$ cat src/rtl/bpsc_pkg.sv
`default_nettype none

package bpsc_pkg;

   localparam int CHANNELS_DEFAULT = 2;
   localparam int POS_W            = 5;

   // register indexes on the csr port
   localparam logic [1:0] CSR_PWM_STEP  = 2'd0;
   localparam logic [1:0] CSR_POSTSCALE = 2'd1;
   localparam logic [1:0] CSR_SETTLE    = 2'd2;
   localparam logic [1:0] CSR_PAUSE     = 2'd3;

   localparam logic [6:0]  PWM_STEP_RESET  = 7'd5;
   localparam logic [7:0]  POSTSCALE_RESET = 8'd32;
   localparam logic [7:0]  SETTLE_RESET    = 8'd1;
   localparam logic [15:0] PAUSE_RESET     = 16'd500;

   localparam logic [1:0] OP_NONE    = 2'd0;
   localparam logic [1:0] OP_STOP    = 2'd1;
   localparam logic [1:0] OP_SET_ONE = 2'd2;
   localparam logic [1:0] OP_SET_TWO = 2'd3;

   // sequencer phase within one channel
   localparam logic [1:0] PH_HALT    = 2'd0;
   localparam logic [1:0] PH_WAIT    = 2'd1;
   localparam logic [1:0] PH_START   = 2'd2;
   localparam logic [1:0] PH_MEASURE = 2'd3;

   localparam logic [6:0] PWM_TOP   = 7'd100;
   localparam logic [6:0] SPEED_MAX = 7'd100;
   localparam logic [6:0] CAP_FULL  = 7'd70;
   localparam logic [6:0] CAP_BASE  = 7'd30;
   localparam logic [6:0] CAP_KNEE  = 7'd10;

   typedef struct packed {
      logic [1:0]        opcode;
      logic signed [7:0] speed_arg;
      logic              adc_done;
      logic [6:0]        adc_value;
   } req_type;

   typedef struct packed {
      logic       gate_one;
      logic       gate_two;
      logic       adc_start;
      logic       adc_channel;
      logic [6:0] measured_one;
      logic [6:0] measured_two;
      logic [6:0] drive_one;
      logic [6:0] drive_two;
   } rsp_type;

   typedef struct packed {
      logic [6:0]  pwm_step;
      logic [7:0]  postscale_count;
      logic [7:0]  settle_steps;
      logic [15:0] pause_steps;
   } cfg_type;

endpackage

`default_nettype wire

$ cat src/rtl/backemf_pwm_speed_controller_core.sv
// A request beat is held in the input register, then in the output register, from which
// it shows on the response port.
// Throughput: one beat per cycle; input and output registers keep both sides moving
// while rsp_ready is high, and the input register absorbs one beat of stall.
// Reset (synchronous, active high) empties both registers, loads the csr defaults
// and returns the sequencer to the halt step of channel one with all powers at zero.
`default_nettype none

module backemf_pwm_speed_controller_core #(
   parameter int CHANNELS = bpsc_pkg::CHANNELS_DEFAULT
) (
   input  wire logic              clock,
   input  wire logic              reset,
   input  wire logic              req_valid,
   output logic                   req_ready,
   input  wire bpsc_pkg::req_type req_data,
   output logic                   rsp_valid,
   input  wire logic              rsp_ready,
   output bpsc_pkg::rsp_type      rsp_data,
   input  wire logic              csr_we,
   input  wire logic [1:0]        csr_index,
   input  wire logic [15:0]       csr_wdata
);
   import bpsc_pkg::*;

   logic    in_valid_ff, in_valid_in;
   req_type in_data_ff;
   logic    rsp_valid_ff, rsp_valid_in;
   rsp_type rsp_data_ff;
   cfg_type cfg_ff;
   rsp_type result;
   logic    move;

   assign move         = in_valid_ff && (!rsp_valid_ff || rsp_ready);
   assign req_ready    = !in_valid_ff || move;
   assign in_valid_in  = (req_valid && req_ready) || (in_valid_ff && !move);
   assign rsp_valid_in = move || (rsp_valid_ff && !rsp_ready);
   assign rsp_valid    = rsp_valid_ff;
   assign rsp_data     = rsp_data_ff;

   bpsc_engine #(
      .CHANNELS (CHANNELS)
   ) u_engine (
      .clock  (clock),
      .reset  (reset),
      .fire   (move),
      .item   (in_data_ff),
      .cfg    (cfg_ff),
      .result (result)
   );

   always_ff @(posedge clock) begin
      if (reset) begin
         in_valid_ff  <= 1'b0;
         rsp_valid_ff <= 1'b0;
      end else begin
         in_valid_ff  <= in_valid_in;
         rsp_valid_ff <= rsp_valid_in;
      end
      if (req_valid && req_ready) begin
         in_data_ff <= req_data;
      end
      if (move) begin
         rsp_data_ff <= result;
      end
   end

   always_ff @(posedge clock) begin
      if (reset) begin
         cfg_ff.pwm_step        <= PWM_STEP_RESET;
         cfg_ff.postscale_count <= POSTSCALE_RESET;
         cfg_ff.settle_steps    <= SETTLE_RESET;
         cfg_ff.pause_steps     <= PAUSE_RESET;
      end else if (csr_we) begin
         case (csr_index)
            CSR_PWM_STEP:  cfg_ff.pwm_step        <= csr_wdata[6:0];
            CSR_POSTSCALE: cfg_ff.postscale_count <= csr_wdata[7:0];
            CSR_SETTLE:    cfg_ff.settle_steps    <= csr_wdata[7:0];
            CSR_PAUSE:     cfg_ff.pause_steps     <= csr_wdata;
            default:       cfg_ff.pause_steps     <= cfg_ff.pause_steps;
         endcase
      end
   end

endmodule

`default_nettype wire

$ cat src/rtl/bpsc_measure.sv
`default_nettype none

module bpsc_measure (
   input  wire logic [6:0]        raw,
   input  wire logic [6:0]        speed,
   input  wire logic signed [7:0] accel,
   input  wire logic signed [7:0] target,
   input  wire logic [6:0]        saved_power,
   output logic [6:0]             speed_new,
   output logic signed [7:0]      accel_new,
   output logic [6:0]             power_new
);
   import bpsc_pkg::*;

   logic [6:0]         sample;
   logic [8:0]         q_sum;
   logic signed [7:0]  diff;
   logic signed [12:0] num;
   logic signed [12:0] num_adj;
   logic signed [12:0] quo;
   logic signed [8:0]  err_wide;
   logic signed [7:0]  err;
   logic signed [8:0]  err_adj;
   logic signed [7:0]  err_q;
   logic signed [9:0]  pw;
   logic [6:0]         cap;

   always_comb begin
      if (raw < 7'd2) begin
         sample = SPEED_MAX;
      end else if (raw > SPEED_MAX) begin
         sample = 7'd0;
      end else begin
         sample = SPEED_MAX - raw;
      end
   end

   // filter: s' = (3s + a)/4, accel from the exact quarter value
   assign q_sum     = 9'({speed, 1'b0}) + 9'(speed) + 9'(sample);
   assign diff      = $signed({1'b0, sample}) - $signed({1'b0, speed});
   assign num       = 13'(accel) * 13'sd12 + 13'(diff) * 13'sd10;
   assign num_adj   = num + ((num < 0) ? 13'sd15 : 13'sd0);
   assign quo       = num_adj >>> 4;
   assign speed_new = q_sum[8:2];

   always_comb begin
      if (quo > 13'sd127) begin
         accel_new = 8'sd127;
      end else if (quo < -13'sd128) begin
         accel_new = -8'sd128;
      end else begin
         accel_new = quo[7:0];
      end
   end

   assign err_wide = 9'(target) - $signed({2'b00, speed_new});
   assign err      = (err_wide < -9'sd128) ? -8'sd128 : err_wide[7:0];
   assign err_adj  = 9'(err) + ((err < 0) ? 9'sd3 : 9'sd0);
   assign err_q    = 8'(err_adj >>> 2);
   assign cap      = (speed_new >= CAP_KNEE) ? CAP_FULL : CAP_BASE + {speed_new[4:0], 2'b00};

   always_comb begin
      pw = $signed({3'b000, saved_power});
      if (err > 0) begin
         if (accel_new <= err_q) begin
            pw = pw + 10'(err_q) + 10'sd1;
         end
      end else begin
         if (accel_new >= err_q) begin
            pw = pw + 10'(err_q) - 10'sd1;
         end
      end
      if (target == 8'sd0) begin
         power_new = 7'd0;
      end else if (pw > $signed({3'b000, cap})) begin
         power_new = cap;
      end else if (pw < 0) begin
         power_new = 7'd0;
      end else begin
         power_new = pw[6:0];
      end
   end

endmodule

`default_nettype wire

$ cat src/rtl/bpsc_engine.sv
`default_nettype none

module bpsc_engine #(
   parameter int CHANNELS = bpsc_pkg::CHANNELS_DEFAULT
) (
   input  wire logic              clock,
   input  wire logic              reset,
   input  wire logic              fire,
   input  wire bpsc_pkg::req_type item,
   input  wire bpsc_pkg::cfg_type cfg,
   output bpsc_pkg::rsp_type      result
);
   import bpsc_pkg::*;

   localparam int SLOTS = (CHANNELS < 2) ? 2 : CHANNELS;
   localparam int CH_W  = $clog2(SLOTS);
   localparam logic [POS_W-1:0] PAUSE_POS = POS_W'(4 * CHANNELS);

   logic [6:0]        pwm_ff, pwm_in;
   logic [7:0]        prescale_ff, prescale_in;
   logic [POS_W-1:0]  pos_ff, pos_in;
   logic              moved_ff, moved_in;
   logic [15:0]       timer_ff, timer_in;
   logic [6:0]        saved_ff, saved_in;
   logic [SLOTS-1:0]  enable_ff, enable_in;
   logic [SLOTS-1:0]  gate_ff, gate_in;
   logic [6:0]        power_ff [SLOTS];
   logic [6:0]        power_in [SLOTS];
   logic signed [7:0] target_ff [SLOTS];
   logic signed [7:0] target_in [SLOTS];
   logic [6:0]        speed_ff [SLOTS];
   logic [6:0]        speed_in [SLOTS];
   logic signed [7:0] accel_ff [SLOTS];
   logic signed [7:0] accel_in [SLOTS];

   logic [7:0]        pwm_sum;
   logic [7:0]        prescale_inc;
   logic              step;
   logic [15:0]       timer_inc;
   logic [CH_W-1:0]   ch;
   logic [1:0]        phase;
   logic              start;
   logic [6:0]        m_speed;
   logic signed [7:0] m_accel;
   logic [6:0]        m_power;

   assign ch           = pos_ff[CH_W+1:2];
   assign phase        = pos_ff[1:0];
   assign pwm_sum      = {1'b0, pwm_ff} + {1'b0, cfg.pwm_step};
   assign prescale_inc = prescale_ff + 8'd1;
   assign step         = (prescale_inc == cfg.postscale_count);
   assign timer_inc    = (moved_ff ? 16'd0 : timer_ff) + 16'd1;

   bpsc_measure u_measure (
      .raw         (item.adc_value),
      .speed       (speed_ff[ch]),
      .accel       (accel_ff[ch]),
      .target      (target_in[ch]),
      .saved_power (saved_ff),
      .speed_new   (m_speed),
      .accel_new   (m_accel),
      .power_new   (m_power)
   );

   always_comb begin
      pwm_in      = (pwm_sum > {1'b0, PWM_TOP}) ? 7'd0 : pwm_sum[6:0];
      prescale_in = step ? 8'd0 : prescale_inc;
      pos_in      = pos_ff;
      timer_in    = timer_ff;
      saved_in    = saved_ff;
      enable_in   = enable_ff;
      gate_in     = gate_ff;
      start       = 1'b0;
      for (int c = 0; c < SLOTS; c++) begin
         power_in[c]  = power_ff[c];
         target_in[c] = target_ff[c];
         speed_in[c]  = speed_ff[c];
         accel_in[c]  = accel_ff[c];
      end

      // command first
      for (int c = 0; c < CHANNELS; c++) begin
         if (item.opcode == OP_STOP) begin
            target_in[c] = 8'sd0;
            power_in[c]  = 7'd0;
         end else if ((item.opcode == OP_SET_ONE && c == 0) ||
                      (item.opcode == OP_SET_TWO && c == 1)) begin
            target_in[c] = item.speed_arg;
         end
      end

      for (int c = 0; c < CHANNELS; c++) begin
         if (enable_ff[c]) begin
            gate_in[c] = (pwm_in < power_in[c]);
         end
      end

      if (step) begin
         if (pos_ff > PAUSE_POS) begin
            pos_in = '0;
         end else if (pos_ff == PAUSE_POS) begin
            timer_in = timer_inc;
            if (timer_inc >= cfg.pause_steps) begin
               pos_in = '0;
            end
         end else begin
            case (phase)
               PH_HALT: begin
                  saved_in      = power_in[ch];
                  enable_in[ch] = 1'b0;
                  power_in[ch]  = 7'd0;
                  gate_in[ch]   = 1'b0;
                  pos_in        = pos_ff + POS_W'(1);
               end
               PH_WAIT: begin
                  timer_in = timer_inc;
                  if (timer_inc > {8'd0, cfg.settle_steps}) begin
                     pos_in = pos_ff + POS_W'(1);
                  end
               end
               PH_START: begin
                  start  = 1'b1;
                  pos_in = pos_ff + POS_W'(1);
               end
               PH_MEASURE: begin
                  if (item.adc_done) begin
                     speed_in[ch]  = m_speed;
                     accel_in[ch]  = m_accel;
                     power_in[ch]  = m_power;
                     enable_in[ch] = 1'b1;
                     pos_in        = pos_ff + POS_W'(1);
                  end
               end
               default: begin
                  pos_in = pos_ff;
               end
            endcase
         end
      end
      moved_in = step ? (pos_in != pos_ff) : moved_ff;
   end

   always_ff @(posedge clock) begin
      if (reset) begin
         pwm_ff      <= '0;
         prescale_ff <= '0;
         pos_ff      <= '0;
         moved_ff    <= 1'b1;
         timer_ff    <= '0;
         saved_ff    <= '0;
         enable_ff   <= '1;
         gate_ff     <= '0;
         for (int c = 0; c < SLOTS; c++) begin
            power_ff[c]  <= '0;
            target_ff[c] <= '0;
            speed_ff[c]  <= '0;
            accel_ff[c]  <= '0;
         end
      end else if (fire) begin
         pwm_ff      <= pwm_in;
         prescale_ff <= prescale_in;
         pos_ff      <= pos_in;
         moved_ff    <= moved_in;
         timer_ff    <= timer_in;
         saved_ff    <= saved_in;
         enable_ff   <= enable_in;
         gate_ff     <= gate_in;
         for (int c = 0; c < SLOTS; c++) begin
            power_ff[c]  <= power_in[c];
            target_ff[c] <= target_in[c];
            speed_ff[c]  <= speed_in[c];
            accel_ff[c]  <= accel_in[c];
         end
      end
   end

   // slot one stays zero when only one channel is built
   always_comb begin
      result.gate_one     = gate_in[0];
      result.gate_two     = gate_in[1];
      result.adc_start    = start;
      result.adc_channel  = start & ch[0];
      result.measured_one = speed_in[0];
      result.measured_two = speed_in[1];
      result.drive_one    = power_in[0];
      result.drive_two    = power_in[1];
   end

endmodule

`default_nettype wire

$ cat config.mk
export PLATFORM = sky130hd
export DESIGN_NAME = backemf_pwm_speed_controller_core
export DESIGN_NICKNAME = d
export VERILOG_FILES = /design/src/rtl/bpsc_pkg.sv /design/src/rtl/backemf_pwm_speed_controller_core.sv /design/src/rtl/bpsc_measure.sv /design/src/rtl/bpsc_engine.sv
export SDC_FILE = /design/constraint.sdc
export NUM_CORES = 1
export LEC_CHECK = 0
export BUFFER_PORTS_ARGS = -buffer_cell sky130_fd_sc_hd__buf_2
export CAP_MARGIN = 15
export CORE_AREA = 8 8 226 228
export CTS_CLUSTER_DIAMETER = 150
export DETAILED_ROUTE_END_ITERATION = 10
export DIE_AREA = 0 0 234 236
export PLACE_DENSITY = 0.58
export SLEW_MARGIN = 20
export SYNTH_ARGS = -nofsm -noshare
export SYNTH_HDL_FRONTEND = slang
export SYNTH_HIERARCHICAL = 1
export SYNTH_SLANG_ARGS = --single-unit
$ cat constraint.sdc
create_clock -name clock -period 11.9 [get_ports clock]
set_input_delay 0.595 -clock clock [delete_from_list [all_inputs] [get_ports clock]]
set_output_delay 0.595 -clock clock [all_outputs]
set_load 0.1 [all_outputs]
==> run metrics <==
status=complete, no violations; share of the synthesized area in the top cell type=0.2073; final count of negative-setup-slack endpoints=0; syn nets=roughly 1.9k; kind of start point of the critical path=flop; post-route clock skew=0.01955 ns; placeable core area=0.04735 mm2; area of the die=roughly 0.055 mm2; most frequent cell on the critical path=sky130_fd_sc_hd__a21oi_1; CP Data Arrival Time=about 11 ns; portion of the post-synthesis area used by sequential elements=0.3204; count of cell types in the netlist=between 100 and 150; dominant synthesized flop cell=sky130_fd_sc_hd__edfxtp_1; detail-routed via count per cell=5.316; asr flop ratio synth=0; classification of the worst setup path=flop to flop; Hold Crit Depth=1; Die H=between 200 and 250 um; H-Tree Depth=4; Post-DRT Antenna Nets=0; Final min period=about 11 ns; Die Wd=around 230 um; Post-synth EDFFs=between 100 and 150; clock tree from TritonCTS=built; Post-DP HPWL=roughly 32 mm; wire length of the first global-routing pass=between 60 and 70 mm; Final Hold Violating Endpoints=0; count of vias placed by the detailed router=12.77k; IO Pins=75; net count reported at finish=between 1.5k and 2k; Ys Warns=6; number of clock sinks=200; HP Class=input port to flop; GR Util All Layers=0.1483; Worst slew margin=0.2292; row cnt=80; total of max-cap violations=0; clk_lat worst skew=about 0.47 ns; capturing element type of the critical path=flop; initial detailed-routing violation count=739; WL final=between 40 and 50 mm; Mapped Avg Cell Area=roughly 9.2 um2; share of layout cells above drive strength 1=0.1326; slew at the pin closest to its max-slew limit=around 1.1 ns; most frequently used cell type in the post-synthesis netlist=sky130_fd_sc_hd__nor2_1; DR pass1 iterations=6; synth-to-layout area growth=10.10%; part of the cycle the worst path needs=0.9307; Worst Slack Setup Final=between 0.8 and 0.9 ns; diode insertion count for antenna repair=0; clock buffers created by TritonCTS=17; vias in the first global route=roughly 13k; number of cells produced by synthesis=about 1.7k; antenna violations before repair=0; drc violations=0; biggest area consumer among synthesized cells=sky130_fd_sc_hd__edfxtp_1; WL per Instance=around 17 um; register bit total from synthesis=200; required time of the critical path=approximately 12 ns; crit-path leading delay family=compound AO/OA/AOI/OAI gates; Highest Clock Rate=approximately 90 MHz; master of the slowest instance on the critical path=sky130_fd_sc_hd__edfxtp_1; worst-case clock buffer depth=2; buffering stage count on the worst path with inverters included=5; pin count of the biggest net entering global routing=51; main area contributors after synthesis=sky130_fd_sc_hd__edfxtp_1 (21%), sky130_fd_sc_hd__dfxtp_1 (11%), sky130_fd_sc_hd__ha_1 (11%); total congestion overflow=0; final estimated routing congestion in global placement=0.9410; Clock transition at path regs=around 0.080 ns; Placement Setup Slack=around 0.43 ns; post-synthesis cell area=about 0.016 mm2; Levels on crit path=59; total of buffers placed on input and output ports=74; Initial Util=0.3365; worst stage delay on the critical path=0.42 ns; worst reg2reg path depth=around 60; Commonest cells post-synth=sky130_fd_sc_hd__nor2_1 (179), sky130_fd_sc_hd__ha_1 (137), sky130_fd_sc_hd__inv_1 (113); number of slew-limit violations in the final report=0; top fanout value on the critical path=6; clock root buffer=sky130_fd_sc_hd__clkbuf_16
[routing by layer]
| layer | vias to the layer above | global-route usage | part of all wire | wire, um |
|---|---|---|---|---|
| met5 | - | 0 | 0 | 0 |
| met4 | 0 | 0.04368 | 0.018 | 737 |
| met3 | 40 | 0.02125 | 0.032 | 1333 |
| met2 | 241 | 0.2427 | 0.47 | 19280 |
| met1 | 6135 | 0.2000 | 0.48 | 19880 |
| li1 | 6353 | - | - | - |
[flip-flops by register name (all words and copies together), names as in the netlist, 7 cells and up, named ones only]
name,cells
cfg_ff,39
in_data_ff,18
rsp_data,32
u_engine/accel_ff,16
u_engine/power_ff,14
u_engine/prescale_ff,8
u_engine/pwm_ff,7
u_engine/saved_ff,7
u_engine/speed_ff,14
u_engine/target_ff,16
u_engine/timer_ff,16
[cell type report]
cell class                      instances  area (um2)
Inverter                              115       431.7
Tap cell                              615       769.5
Sequential cell                       200        5106
Multi-Input combinational cell       1351       10110
Clock inverter                         15       215.2
Clock buffer                           17       425.4
Timing Repair Buffer                   89       483.0
Fill cell                            4766       29800
[cells by family (layout without fill, tap and decap cells)]
| logic type | count (synthesis) | in the layout | share of synthesized area |
|---|---|---|---|
| xor+xnor | 88 | 88 | 0.05050 |
| fa+ha+maj | 156 | 156 | 0.1284 |
| compound gates | 375 | 375 | 0.1662 |
| flops | 200 | 200 | 0.3204 |
| simple gates | 603 | 603 | 0.1994 |
| mux | 129 | 129 | 0.08443 |
| buf+inv | 187 | 236 | 0.05065 |
[stage by stage]
step	hold WS, ns	setup TNS (ns)	std cells	utilization	instance area, um2
floorplan	0.4291	0	1738	-	15930
global placement	0.4440	0	2365	0.3544	16780
detailed placement	0.4520	0	2365	0.3544	16780
CTS	0.2705	0	2397	0.3679	17420
global route	0.2806	-0.01067	2402	0.3705	17540
finish	0.3031	0	2402	0.3705	17540
[path summary, 6_finish.rpt]
kind	slack [ns]	endpoint	startpoint
worst max-delay path	0.82	u_engine/power_ff[0][6]$_SDFFCE_PN0P_	in_data_ff[2]$_DFFE_PP_
worst min-delay path	0.30	in_data_ff[15]$_DFFE_PP_	req_data[15]
worst min register to register	0.46	u_engine/pwm_ff[2]$_SDFFE_PP0P_	u_engine/pwm_ff[2]$_SDFFE_PP0P_
worst max register to register	0.82	u_engine/power_ff[0][6]$_SDFFCE_PN0P_	in_data_ff[2]$_DFFE_PP_
[layout by cell type (no fill, tap or decap), types with 21 or more instances in the layout]
cell type	n
sky130_fd_sc_hd__nor3_1	34
sky130_fd_sc_hd__nor2_1	177
sky130_fd_sc_hd__nand2_1	87
sky130_fd_sc_hd__and2_1	36
sky130_fd_sc_hd__inv_1	112
sky130_fd_sc_hd__a21o_1	24
sky130_fd_sc_hd__nand2b_1	68
sky130_fd_sc_hd__ha_1	136
sky130_fd_sc_hd__mux2i_1	94
sky130_fd_sc_hd__mux2_2	32
sky130_fd_sc_hd__o21ai_0	63
sky130_fd_sc_hd__nor2b_1	42
sky130_fd_sc_hd__a21oi_1	90
sky130_fd_sc_hd__nand4_1	22
sky130_fd_sc_hd__o21a_1	21
sky130_fd_sc_hd__buf_2	74
sky130_fd_sc_hd__xor2_1	28
sky130_fd_sc_hd__a31oi_1	23
sky130_fd_sc_hd__xnor2_1	58
sky130_fd_sc_hd__edfxtp_1	110
sky130_fd_sc_hd__nand3_1	33
sky130_fd_sc_hd__dfxtp_1	89
[worst reg2reg max path, delay by kind of cell, from the launching register on]
kind | cells | cell delay, ns
and+or+nand+nor | 15 | 2.23
muxes | 2 | 0.23
DFF | 1 | 0.42
AOI/OAI and AO/OA | 25 | 4.21
xor gates and xnor gates | 3 | 0.49
adders and majority gates | 9 | 2.81
buffers and inverters | 5 | 0.46
[repair_timing]
item	4_1_cts	5_1_grt
hold buffers	0	0
setup buffers	0	5
setup endpoints to repair	0	28
resized for setup	0	15
Power is left out: the tool's default activity adds up to more than one toggle a clock period on the data nets, which glitch-free logic cannot reach.
